==> config.mk <==
export PLATFORM = sky130hd
export DESIGN_NAME = wildcard_byte_pattern_scanner
export DESIGN_NICKNAME = d
export VERILOG_FILES = /design/src/rtl/wbps_pkg.sv /design/src/rtl/wildcard_byte_pattern_scanner.sv /design/src/rtl/wbps_match.sv
export VERILOG_INCLUDE_DIRS = /design/src /design/src/rtl
export SDC_FILE = /design/constraint.sdc
export NUM_CORES = 2
export LEC_CHECK = 0
export BUFFER_PORTS_ARGS = -buffer_cell sky130_fd_sc_hd__buf_4
export CAP_MARGIN = 20
export CELL_PAD_IN_SITES_DETAIL_PLACEMENT = 0
export CELL_PAD_IN_SITES_GLOBAL_PLACEMENT = 1
export CORE_ASPECT_RATIO = 0.9
export CORE_MARGIN = 4
export CORE_UTILIZATION = 42
export DETAILED_ROUTE_END_ITERATION = 8
export PLACE_DENSITY = 0.69
export SLEW_MARGIN = 30
export SYNTH_ARGS = -nofsm -noshare
export SYNTH_HDL_FRONTEND = slang
export SYNTH_SLANG_ARGS = --single-unit
==> constraint.sdc <==
create_clock -name clock -period 22 [get_ports clock]
set_input_delay 1.1 -clock clock [delete_from_list [all_inputs] [get_ports clock]]
set_output_delay 1.1 -clock clock [all_outputs]
set_load 0.005 [all_outputs]
==> src/rtl/wildcard_byte_pattern_scanner_assert.svh <==
// Assertion macros shared by the wildcard byte pattern scanner RTL.
`ifndef WILDCARD_BYTE_PATTERN_SCANNER_ASSERT_SVH
`define WILDCARD_BYTE_PATTERN_SCANNER_ASSERT_SVH

// Checks that the consequent holds in the same cycle as the antecedent.
`define WBPS_ASSERT_SAME(label, ante, cons) \
   label: assert property (@(posedge clock) disable iff (reset) (ante) |-> (cons)) \
      else $error("wbps assertion failed");

// Checks that the consequent holds in the cycle after the antecedent.
`define WBPS_ASSERT_NEXT(label, ante, cons) \
   label: assert property (@(posedge clock) disable iff (reset) (ante) |=> (cons)) \
      else $error("wbps assertion failed");

`endif

==> src/rtl/wbps_pkg.sv <==
// Package with constants, types and register codes of the byte pattern scanner.
package wbps_pkg;

   // Longest signature in bytes and width of the region position counter.
   localparam int MAX_PATTERN  = 32;
   localparam int OFFSET_WIDTH = 32;

   // Width of the pattern length register and of the reported offset.
   localparam int LEN_WIDTH    = $clog2(MAX_PATTERN + 1);
   localparam int CFG_LEN_BITS = 6;
   localparam int RESULT_WIDTH = 32;

   // Configuration port geometry.
   localparam int PATTERN_WORDS = 4;
   localparam int WORD_WIDTH    = 64;
   localparam int CSR_IDX_WIDTH = 3;

   // A signature byte with this value matches any data byte.
   localparam logic [7:0] WILDCARD_BYTE = 8'h2A;

   // Configuration register indexes.
   typedef enum logic [CSR_IDX_WIDTH-1:0] {
      CSR_PATTERN_WORD0  = 3'd0,
      CSR_PATTERN_WORD1  = 3'd1,
      CSR_PATTERN_WORD2  = 3'd2,
      CSR_PATTERN_WORD3  = 3'd3,
      CSR_PATTERN_LENGTH = 3'd4
   } csr_index_type;

   typedef logic [MAX_PATTERN-1:0][7:0]                window_type;
   typedef logic [PATTERN_WORDS-1:0][WORD_WIDTH-1:0]   pattern_type;

endpackage

==> src/rtl/wildcard_byte_pattern_scanner.sv <==
// Top level of the wildcard byte pattern scanner.
//
// Scans a region streamed one byte per request for a signature of 1 to 32 bytes,
// where a signature byte of 0x2A matches any byte. On the request flagged
// region_end, one result reports whether a match was found, the start offset of
// the first match and whether another match starts at or after the end of the
// first one; the state is then cleared for the next region. The block takes one
// byte every cycle unless a region-end byte waits on a stalled result; the
// result register is loaded from the single window compare behind the input
// register. The user writes the signature and its length through the csr port
// only while no request is in flight; the block itself does not enforce this.
module wildcard_byte_pattern_scanner (
   input  logic                                   clock,
   input  logic                                   reset,
   // Byte request channel.
   input  logic                                   req_valid,
   output logic                                   req_stall,
   input  logic [7:0]                             req_data_byte,
   input  logic                                   req_region_end,
   // Result channel.
   output logic                                   rsp_valid,
   input  logic                                   rsp_stall,
   output logic                                   rsp_found,
   output logic [wbps_pkg::RESULT_WIDTH-1:0]      rsp_match_offset,
   output logic                                   rsp_another_match,
   // Configuration write channel.
   input  logic                                   csr_valid,
   output logic                                   csr_ready,
   input  logic [wbps_pkg::CSR_IDX_WIDTH-1:0]     csr_index,
   input  logic [wbps_pkg::WORD_WIDTH-1:0]        csr_wdata
);

   `include "wildcard_byte_pattern_scanner_assert.svh"

   localparam int OW = wbps_pkg::OFFSET_WIDTH;

   // Configuration registers.
   wbps_pkg::pattern_type              pattern_ff, pattern_in;
   logic [wbps_pkg::LEN_WIDTH-1:0]     length_ff, length_in;

   // Input register.
   logic                               in_valid_ff, in_valid_in;
   logic [7:0]                         in_byte_ff, in_byte_in;
   logic                               in_end_ff, in_end_in;

   // Region state.
   wbps_pkg::window_type               window_ff, window_in;
   logic [OW-1:0]                      position_ff, position_in;
   logic                               first_found_ff, first_found_in;
   logic [OW-1:0]                      first_offset_ff, first_offset_in;
   logic                               second_found_ff, second_found_in;

   // Result register.
   logic                               rsp_valid_ff, rsp_valid_in;
   logic                               rsp_found_ff, rsp_found_in;
   logic [wbps_pkg::RESULT_WIDTH-1:0]  rsp_offset_ff, rsp_offset_in;
   logic                               rsp_another_ff, rsp_another_in;

   logic                               req_accept;
   logic                               process;
   logic                               hit;
   logic                               saturated;
   logic [OW:0]                        pos_plus_one;
   logic [OW:0]                        len_ext;
   logic [OW-1:0]                      start;
   logic [OW:0]                        bound;
   logic                               upd_first_found;
   logic [OW-1:0]                      upd_first_offset;
   logic                               upd_second_found;
   logic [wbps_pkg::CFG_LEN_BITS-1:0]  wr_length;

   // Configuration writes: the length is clamped to the legal range on write.
   assign csr_ready = 1'b1;
   assign wr_length = csr_wdata[wbps_pkg::CFG_LEN_BITS-1:0];

   always_comb begin
      pattern_in = pattern_ff;
      length_in  = length_ff;
      if (csr_valid && csr_ready) begin
         unique case (csr_index)
            wbps_pkg::CSR_PATTERN_WORD0: pattern_in[0] = csr_wdata;
            wbps_pkg::CSR_PATTERN_WORD1: pattern_in[1] = csr_wdata;
            wbps_pkg::CSR_PATTERN_WORD2: pattern_in[2] = csr_wdata;
            wbps_pkg::CSR_PATTERN_WORD3: pattern_in[3] = csr_wdata;
            wbps_pkg::CSR_PATTERN_LENGTH: begin
               if (wr_length == '0) begin
                  length_in = wbps_pkg::LEN_WIDTH'(1);
               end else if (wbps_pkg::CFG_LEN_BITS'(wbps_pkg::MAX_PATTERN) < wr_length) begin
                  length_in = wbps_pkg::LEN_WIDTH'(wbps_pkg::MAX_PATTERN);
               end else begin
                  length_in = wbps_pkg::LEN_WIDTH'(wr_length);
               end
            end
            default: begin
               pattern_in = pattern_ff;
            end
         endcase
      end
   end

   // Handshake: a held byte moves on unless it closes a region and the result
   // register is still occupied and stalled.
   assign process    = in_valid_ff && !(in_end_ff && rsp_valid_ff && rsp_stall);
   assign req_stall  = in_valid_ff && !process;
   assign req_accept = req_valid && !req_stall;

   always_comb begin
      in_valid_in = in_valid_ff;
      in_byte_in  = in_byte_ff;
      in_end_in   = in_end_ff;
      if (req_accept) begin
         in_valid_in = 1'b1;
         in_byte_in  = req_data_byte;
         in_end_in   = req_region_end;
      end else if (process) begin
         in_valid_in = 1'b0;
      end
   end

   // Shift the held byte into the window.
   always_comb begin
      window_in    = window_ff;
      window_in[0] = in_byte_ff;
      for (int k = 1; k < wbps_pkg::MAX_PATTERN; k++) begin
         window_in[k] = window_ff[k-1];
      end
   end

   wbps_match u_match (
      .window  (window_in),
      .pattern (pattern_ff),
      .length  (length_ff),
      .hit     (hit)
   );

   // Match bookkeeping for the held byte.
   assign saturated    = (position_ff == '1);
   assign pos_plus_one = {1'b0, position_ff} + (OW+1)'(1);
   assign len_ext      = (OW+1)'(length_ff);
   assign start        = OW'(pos_plus_one - len_ext);
   assign bound        = {1'b0, first_offset_ff} + len_ext;

   always_comb begin
      upd_first_found  = first_found_ff;
      upd_first_offset = first_offset_ff;
      upd_second_found = second_found_ff;
      if (!saturated && (pos_plus_one >= len_ext) && hit) begin
         if (!first_found_ff) begin
            upd_first_found  = 1'b1;
            upd_first_offset = start;
         end else if ({1'b0, start} >= bound) begin
            upd_second_found = 1'b1;
         end
      end
   end

   // State update; the region end clears the state after reporting.
   always_comb begin
      position_in     = position_ff;
      first_found_in  = first_found_ff;
      first_offset_in = first_offset_ff;
      second_found_in = second_found_ff;
      if (process) begin
         if (in_end_ff) begin
            position_in     = '0;
            first_found_in  = 1'b0;
            first_offset_in = '0;
            second_found_in = 1'b0;
         end else begin
            position_in     = saturated ? position_ff : OW'(pos_plus_one);
            first_found_in  = upd_first_found;
            first_offset_in = upd_first_offset;
            second_found_in = upd_second_found;
         end
      end
   end

   // Result register.
   always_comb begin
      rsp_valid_in   = rsp_valid_ff;
      rsp_found_in   = rsp_found_ff;
      rsp_offset_in  = rsp_offset_ff;
      rsp_another_in = rsp_another_ff;
      if (process && in_end_ff) begin
         rsp_valid_in   = 1'b1;
         rsp_found_in   = upd_first_found;
         rsp_offset_in  = upd_first_found ?
                          wbps_pkg::RESULT_WIDTH'(upd_first_offset) : '0;
         rsp_another_in = upd_second_found;
      end else if (rsp_valid_ff && !rsp_stall) begin
         rsp_valid_in   = 1'b0;
      end
   end

   // Control and configuration registers.
   always_ff @(posedge clock) begin
      if (reset) begin
         pattern_ff      <= '0;
         length_ff       <= wbps_pkg::LEN_WIDTH'(1);
         in_valid_ff     <= 1'b0;
         position_ff     <= '0;
         first_found_ff  <= 1'b0;
         first_offset_ff <= '0;
         second_found_ff <= 1'b0;
         rsp_valid_ff    <= 1'b0;
      end else begin
         pattern_ff      <= pattern_in;
         length_ff       <= length_in;
         in_valid_ff     <= in_valid_in;
         position_ff     <= position_in;
         first_found_ff  <= first_found_in;
         first_offset_ff <= first_offset_in;
         second_found_ff <= second_found_in;
         rsp_valid_ff    <= rsp_valid_in;
      end
   end

   // Payload registers; window bytes older than the region start are never used.
   always_ff @(posedge clock) begin
      in_byte_ff     <= in_byte_in;
      in_end_ff      <= in_end_in;
      rsp_found_ff   <= rsp_found_in;
      rsp_offset_ff  <= rsp_offset_in;
      rsp_another_ff <= rsp_another_in;
      if (process) begin
         window_ff <= window_in;
      end
   end

   assign rsp_valid         = rsp_valid_ff;
   assign rsp_found         = rsp_found_ff;
   assign rsp_match_offset  = rsp_offset_ff;
   assign rsp_another_match = rsp_another_ff;

   // A result without a match carries no offset and no second match.
   `WBPS_ASSERT_SAME(a_no_match_clean, rsp_valid && !rsp_found, (rsp_match_offset == '0) && !rsp_another_match)
   // A second match is only ever recorded after a first one.
   `WBPS_ASSERT_SAME(a_second_after_first, second_found_ff, first_found_ff)
   // The first match starts before the current position.
   `WBPS_ASSERT_SAME(a_offset_behind_pos, first_found_ff, first_offset_ff < position_ff)
   // Closing a region leaves the state cleared.
   `WBPS_ASSERT_NEXT(a_region_cleared, process && in_end_ff, (position_ff == '0) && !first_found_ff && !second_found_ff)

endmodule

==> src/rtl/wbps_match.sv <==
// Window compare: checks the newest bytes against the signature with wildcards.
module wbps_match (
   input  wbps_pkg::window_type              window,
   input  wbps_pkg::pattern_type             pattern,
   input  logic [wbps_pkg::LEN_WIDTH-1:0]    length,
   output logic                              hit
);

   localparam int WIN_BITS = 8 * wbps_pkg::MAX_PATTERN;

   logic [WIN_BITS-1:0]                        reversed;
   logic [WIN_BITS-1:0]                        aligned;
   logic [wbps_pkg::LEN_WIDTH-1:0]             shift;
   logic [wbps_pkg::PATTERN_WORDS*wbps_pkg::WORD_WIDTH-1:0] sig_flat;
   logic [wbps_pkg::MAX_PATTERN-1:0]           byte_ok;

   // Reverse the window so that the oldest byte in use lands at byte 0 after
   // a right shift by the number of unused window entries.
   always_comb begin
      for (int m = 0; m < wbps_pkg::MAX_PATTERN; m++) begin
         reversed[8*m +: 8] = window[wbps_pkg::MAX_PATTERN-1-m];
      end
   end

   assign shift    = wbps_pkg::LEN_WIDTH'(wbps_pkg::MAX_PATTERN) - length;
   assign aligned  = reversed >> {shift, 3'b000};
   assign sig_flat = pattern;

   // Each signature byte in use must be a wildcard or equal the aligned byte.
   always_comb begin
      for (int i = 0; i < wbps_pkg::MAX_PATTERN; i++) begin
         byte_ok[i] = (wbps_pkg::LEN_WIDTH'(i) >= length)
                   || (sig_flat[8*i +: 8] == wbps_pkg::WILDCARD_BYTE)
                   || (sig_flat[8*i +: 8] == aligned[8*i +: 8]);
      end
   end

   assign hit = &byte_ok;

endmodule

=== Word level (Yosys, flattened, before mapping) ===
Index checks and enable logic that the tools add are counted.

* Bits in registers: 621
* Output and inout port bits: 37

* Add/sub/neg operators: 4
* Magnitude comparators: 35
* Equality and inequality tests: 70
* Shift-type cells: 1
* Multiplexer cells: 17
* Reductions and logical operators: 89

{| class="wikitable"
|+ Operators by type and width
! kind !! number
|-
| $eq A8 B6 Y1 const B || 32
|-
| $eq A8 B8 Y1 || 32
|-
| $shr A256 B9 Y256 || 1
|-
| $mux W32 || 5
|-
| $ge A5 B6 Y1 const A || 16
|-
| $logic_or A1 B1 Y1 || 64
|-
| $ge A4 B6 Y1 const A || 8
|-
| $add A32 B1 Y33 const B || 1
|-
| $add A32 B6 Y33 || 1
|-
| $ge A32 B33 Y1 || 1
|-
| $ge A33 B6 Y1 || 1
|-
| $eq A32 B32 Y1 const B || 1
|-
| $reduce_and A32 Y1 || 1
|-
| $sub A32 B6 Y32 || 1
|-
| $ge A3 B6 Y1 const A || 4
|-
| $ge A1 B6 Y1 const A || 2
|-
| $ge A2 B6 Y1 const A || 2
|-
| $mux W6 || 2
|-
| $reduce_and A2 Y1 || 6
|-
| $mux W1 || 10
|-
| $logic_and A1 B1 Y1 || 9
|-
| $eq A3 B2 Y1 const B || 2
|-
| $logic_not A6 Y1 || 1
|-
| $lt A6 B6 Y1 const A || 1
|-
| 7 further kinds || 12
|}

=== Longest topological paths before layout ===
* Depth after elaboration: 9
* Mapped depth: 28
* Gate-level depth less buffers: 24

=== Cells and area by module ===
From an unflattened synthesis, not the netlist that was laid out.

* Cells, all modules: 4,806
* Area, all modules: 44,101.0 sq um

{| class="wikitable"
|+ Modules (own cells, without submodules)
! module !! times used !! cells each !! area each (sq um) !! seq. area each (sq um)
|-
| wildcard_byte_pattern_scanner || 1 || 2,273 || 24,259.5 || 15,344.7
|-
| wbps_match || 1 || 2,533 || 19,841.5 || 0.0
|}

=== Worst setup path after synthesis ===
No wires, ideal clock.

* Path kind: reg-to-reg
* From: reg in_end_ff
* To: reg first_offset_ff[12]
* Data arrival time: 17.268 ns
* Data required time: 21.883 ns
* Path slack: 4.615 ns
* Stages on the path, launching flop included: 7
* Path buffers: 1
* Cells stage by stage: edfxtp_1 > a31oi_1 > nand2_1 > inv_1 > nor2_1 > dlygate4sd1_1 > a32o_1

* Cells in the longest elaborated chain, start to end: 4
* Elaborated cells between the ends (all ways): 5
* Those cells by class: 1 x mux; 4 x reduce/logical

{| class="wikitable"
|+ Ends and longest elaborated chain
! item !! line !! RTL
|-
| start, declared || wildcard_byte_pattern_scanner.sv:44 || <nowiki>logic in_end_ff, in_end_in;</nowiki>
|-
| start signal, assigned || wildcard_byte_pattern_scanner.sv:221 || <nowiki>in_end_ff <= in_end_in;</nowiki>
|-
| $logic_and A1 B1 Y1 (2 in series) || wildcard_byte_pattern_scanner.sv:103 || <nowiki>assign process = in_valid_ff && !(in_end_ff && rsp_valid_ff && rsp_stall);</nowiki>
|-
| $logic_not A1 Y1 || wildcard_byte_pattern_scanner.sv:103 ||
|-
| $logic_and A1 B1 Y1 || wildcard_byte_pattern_scanner.sv:103 ||
|-
| net process || wildcard_byte_pattern_scanner.sv:60 || <nowiki>logic process;</nowiki>
|-
| end signal, assigned || wildcard_byte_pattern_scanner.sv:212 || <nowiki>first_offset_ff <= first_offset_in;</nowiki>
|-
| end, declared || wildcard_byte_pattern_scanner.sv:50 || <nowiki>logic [OW-1:0] first_offset_ff, first_offset_in;</nowiki>
|}

The timed path passes the listed nets, and every way through them passes these cells.
A chain may end at the register's enable or synchronous reset.

=== Worst setup path after layout ===
* From: reg length_ff[0] (netlist bit)
* To: reg rsp_offset_ff, in the netlist rsp_match_offset[1], data pin

* Cells in the longest elaborated chain, start to end: 7
* Elaborated cells between the ends (all ways): 138
* Those cells by class: 2 x add/sub; 33 x order compare; 32 x eq/ne; 1 x shift; 3 x mux; 67 x reduce/logical

{| class="wikitable"
|+ Ends and longest elaborated chain
! item !! line !! RTL
|-
| start, declared || wildcard_byte_pattern_scanner.sv:39 || <nowiki>logic [wbps_pkg::LEN_WIDTH-1:0] length_ff, length_in;</nowiki>
|-
| start signal, assigned || wildcard_byte_pattern_scanner.sv:199 || <nowiki>length_ff <= wbps_pkg::LEN_WIDTH'(1);</nowiki>
|-
| start signal, assigned || wildcard_byte_pattern_scanner.sv:208 || <nowiki>length_ff <= length_in;</nowiki>
|-
| $sub A6 B6 Y6 || wbps_match.sv:25 || <nowiki>assign shift = wbps_pkg::LEN_WIDTH'(wbps_pkg::MAX_PATTERN) - length;</nowiki>
|-
| $shr A256 B9 Y256 || wbps_match.sv:26 || <nowiki>assign aligned = reversed >> {shift, 3'b000};</nowiki>
|-
| $eq A8 B8 Y1 || wbps_match.sv:34 || <nowiki>|| (sig_flat[8*i +: 8] == aligned[8*i +: 8]);</nowiki>
|-
| $logic_or A1 B1 Y1 || wbps_match.sv:34 ||
|-
| $reduce_and A32 Y1 || wbps_match.sv:38 || <nowiki>assign hit = &byte_ok;</nowiki>
|-
| $logic_and A1 B1 Y1 || wildcard_byte_pattern_scanner.sv:147 || <nowiki>if (!saturated && (pos_plus_one >= len_ext) && hit) begin</nowiki>
|-
| $mux W32 / $mux W1 (equally long branches) || wildcard_byte_pattern_scanner.sv:147 ||
|-
| end signal, assigned || wildcard_byte_pattern_scanner.sv:223 || <nowiki>rsp_offset_ff <= rsp_offset_in;</nowiki>
|-
| end, declared || wildcard_byte_pattern_scanner.sv:56 || <nowiki>logic [wbps_pkg::RESULT_WIDTH-1:0] rsp_offset_ff, rsp_offset_in;</nowiki>
|}

Several ways; a longest one is shown, not always the timed one.

==> out/summary.txt <==
Most numerous cell in the Yosys netlist = nand2_1
Synthesis warning total = 0
Total global-route track usage = 36.2%
Ports = 118
Worst slew pin tran = 1140 ps
Final Hold Vio Count = 0
WL final = 206,000 um
Nets = 4,795
Mapped cell area = 44,100 um^2
Post-Synth XOR/XNOR Area = 5.54%
Crit end category = register
Synth Flop Type = dfxtp_1
Syn_nets = 4,852
# port buffers = 116
Seq/Total Area, Yosys = 34.8%
Max IR drop VDD = 0.0000580 V
Post-DR vias/cell = 6.71
Seq cells post-synth = 621
Outcome = completed
Req. time, crit path = 22,470 ps
Final ANT Viol Nets = 0
CP Cell Sequence = inv_6, ha_4, buf_4, buf_4, buf_4, buf_4, mux2_2, mux2_2, o221ai_1, o22ai_1, nor2_1, xnor2_1, o41ai_1, nand4_1, a2111oi_1, nand4b_1, or2_2, o31ai_1
Power, Total = 3.20 mW
Synth Area in Adders = 1.45%
Core ar. = 104,000 um^2
Pin count of the biggest net entering global routing = 178
Setup crit start kind = register
Critical path class = reg -> reg
Count of different cell masters after synthesis = 116
Hold_buf cts = 0
Vias = 40.9k
Layout cells sized above 1 = 15.6%
Fin crit share = 44.7%
Post-synthesis area per instance = 9.35 um^2
Post-cts sizing count = 0
Largest family of logic cells by synthesized area = multiplexers
Post-synth ARST share = 0%
Crit-path slowest cell = buf_4
Clk_lat worst skew = 680 ps
Leakage = 17.3 nW
Num rows = 112
Initial Util = 42.5%
Reg clk slew, reported paths = 60 ps
Antenna violations before repair = 12
Pwr dens = 66.1 nW/um^2
Critical path's largest stage delay = 900 ps
Detailed-placement wirelength estimate = 153,000 um
Setup Viol. Count Final = 0
Yosys top cell by area = edfxtp_1
Avg WL per Cell = 33.8 um
DR DRC count = 0
Post-synth top cells = nand2_1 (753), a21oi_1 (403), dfxtp_1 (330), mux2i_1 (325), edfxtp_1 (291)
CTS tree = yes
CTS root buffer = clkbuf_16
# clock sinks = 621
Die Ht = 316 um
CP delay by family, top = buffers and inverters
Post-Route Skew = 33.4 ps
Final Max Tran Viols = 0
Area share of and/or/nand/nor cells after synthesis = 17.5%
Remaining global-route overflow = 0
Synth Area in Compound Gates = 16.3%
CP bufs+invs = 5
Total negative slack = 0 ps
Fillers = 10.1k
Worst-case clock buffer depth = 3
Placer Congestion = 1.05
EDFF count, synth = 291
Post-CTS setup buffer count = 0
Die W = 350 um
Fmax = 0.102 GHz
Top post-synthesis cells by area = edfxtp_1 (20%), dfxtp_1 (15%), mux4_2 (7.7%)
Tmin final = 9820 ps
Area grow syn2layout = 9.63%
CP dominant cell by count = buf_4
First drt pass iteration count = 7
First DRT Iteration DRCs = 5,506
MaxCap Viol Count = 0
Mux cell area share after synthesis = 19.6%
CTS buffer count = 74
Synth Instances = 4,721
Die Area = 110,000 um^2
RSZ-0062 raised after global routing = false
Max FO, Critical Path = 69
WP data arrival = 10,300 ps
First-pass GRT wire length = 289,000 um
H-tree depth = 3
R2R Setup Slk = 12,180 ps
Synth top area share = 19.8%
Hold/Removal Path Class = reg -> reg
Relative slew slack = 24.3%
Vias in the first global route = 37.6k
-- cell usage in the layout (no fill, tap or decap), types with 63 or more instances in the layout --
| cell type | synthesis | routed |
|---|---|---|
| nor2_1 | 257 | 254 |
| o21ai_0 | 172 | 170 |
| nand3_1 | 101 | 99 |
| nor3_1 | 73 | 70 |
| buf_4 | 50 | 212 |
| mux4_2 | 151 | 151 |
| nand4_1 | 63 | 63 |
| mux2_2 | 168 | 168 |
| a21oi_1 | 403 | 403 |
| mux2i_1 | 325 | 317 |
| edfxtp_1 | 291 | 291 |
| o22ai_1 | 82 | 81 |
| dfxtp_1 | 330 | 328 |
| clkbuf_16 | 0 | 77 |
| xnor2_1 | 134 | 134 |
| nand2_1 | 753 | 751 |
| xor2_1 | 139 | 139 |
-- path summary, 6_finish.rpt --
path,startpoint,endpoint,cells past startpoint
hold / removal,window_ff[236]$_DFFE_PP_,window_ff[244]$_DFFE_PP_,0
hold reg to reg,window_ff[236]$_DFFE_PP_,window_ff[244]$_DFFE_PP_,0
setup / recovery,length_ff[0]$_SDFFE_PP1P_,rsp_match_offset[1]$_SDFFCE_PP0P_,18
setup reg to reg,length_ff[0]$_SDFFE_PP1P_,rsp_match_offset[1]$_SDFFCE_PP0P_,18
-- cell families (layout without fill, tap and decap cells) --
group                    count (synthesis)  in the layout
multiplexers                           651            651
buffers and inverters                  406            410
adder cells (fa/ha/maj)                 50             50
XOR/XNOR                               275            275
AO/OA/AOI/OAI                         1110           1110
flip-flops                             621            621
AND/OR/NAND/NOR                       1607           1607
other                                    1              5
-- metrics by stage --
stage               hold WS [ps]  setup slack, ps  instances  util (%)  area, um^2
finish                       462            12180       6097      46.5       48400
floorplan                    422             4610       4721         -       44100
detailed placement           438            12310       5952      44.0       45800
global placement             432            12490       5950      44.0       45700
global route                 475            11700       6094      46.5       48400
CTS                          452            12330       6089      46.4       48300
-- flip-flops by register name (all words and copies together), names as in the netlist --
signal / cells
first_found_ff: 1
first_offset_ff: 32
in_byte_ff: 8
in_end_ff: 1
in_valid_ff: 1
length_ff: 6
pattern_ff: 256
position_ff: 32
rsp_another_match: 1
rsp_found: 1
rsp_match_offset: 32
rsp_valid: 1
second_found_ff: 1
window_ff: 248
-- layer usage --
layer | vias up | GRT usage, % | wire, um
li1 | 17600 | - | -
met1 | 20200 | 49.4 | 85300
met2 | 2432 | 52.0 | 84600
met3 | 585 | 10.0 | 22400
met4 | 4 | 20.0 | 13700
met5 | - | 0.217 | 28
-- layout make-up --
cell class	instances	area, um^2	share of cell area [%]
Multi-Input combinational cell	3694	26900	55.5
Clock buffer	105	2130	4.40
Tap cell	1368	1710	3.54
Sequential cell	621	15300	31.7
Antenna cell	4	10.0	0.0207
Timing Repair Buffer	221	1770	3.65
Inverter	52	200	0.414
Clock inverter	32	379	0.783
-- where the power goes --
group          switching, mW  internal, mW  total (mW)  leakage, nW
Clock                  0.542         0.753        1.30         1.24
Sequential            0.0413          1.24        1.28         5.39
Combinational          0.411         0.208       0.619         10.7
Note: power is estimated with default switching activity, not from simulation.
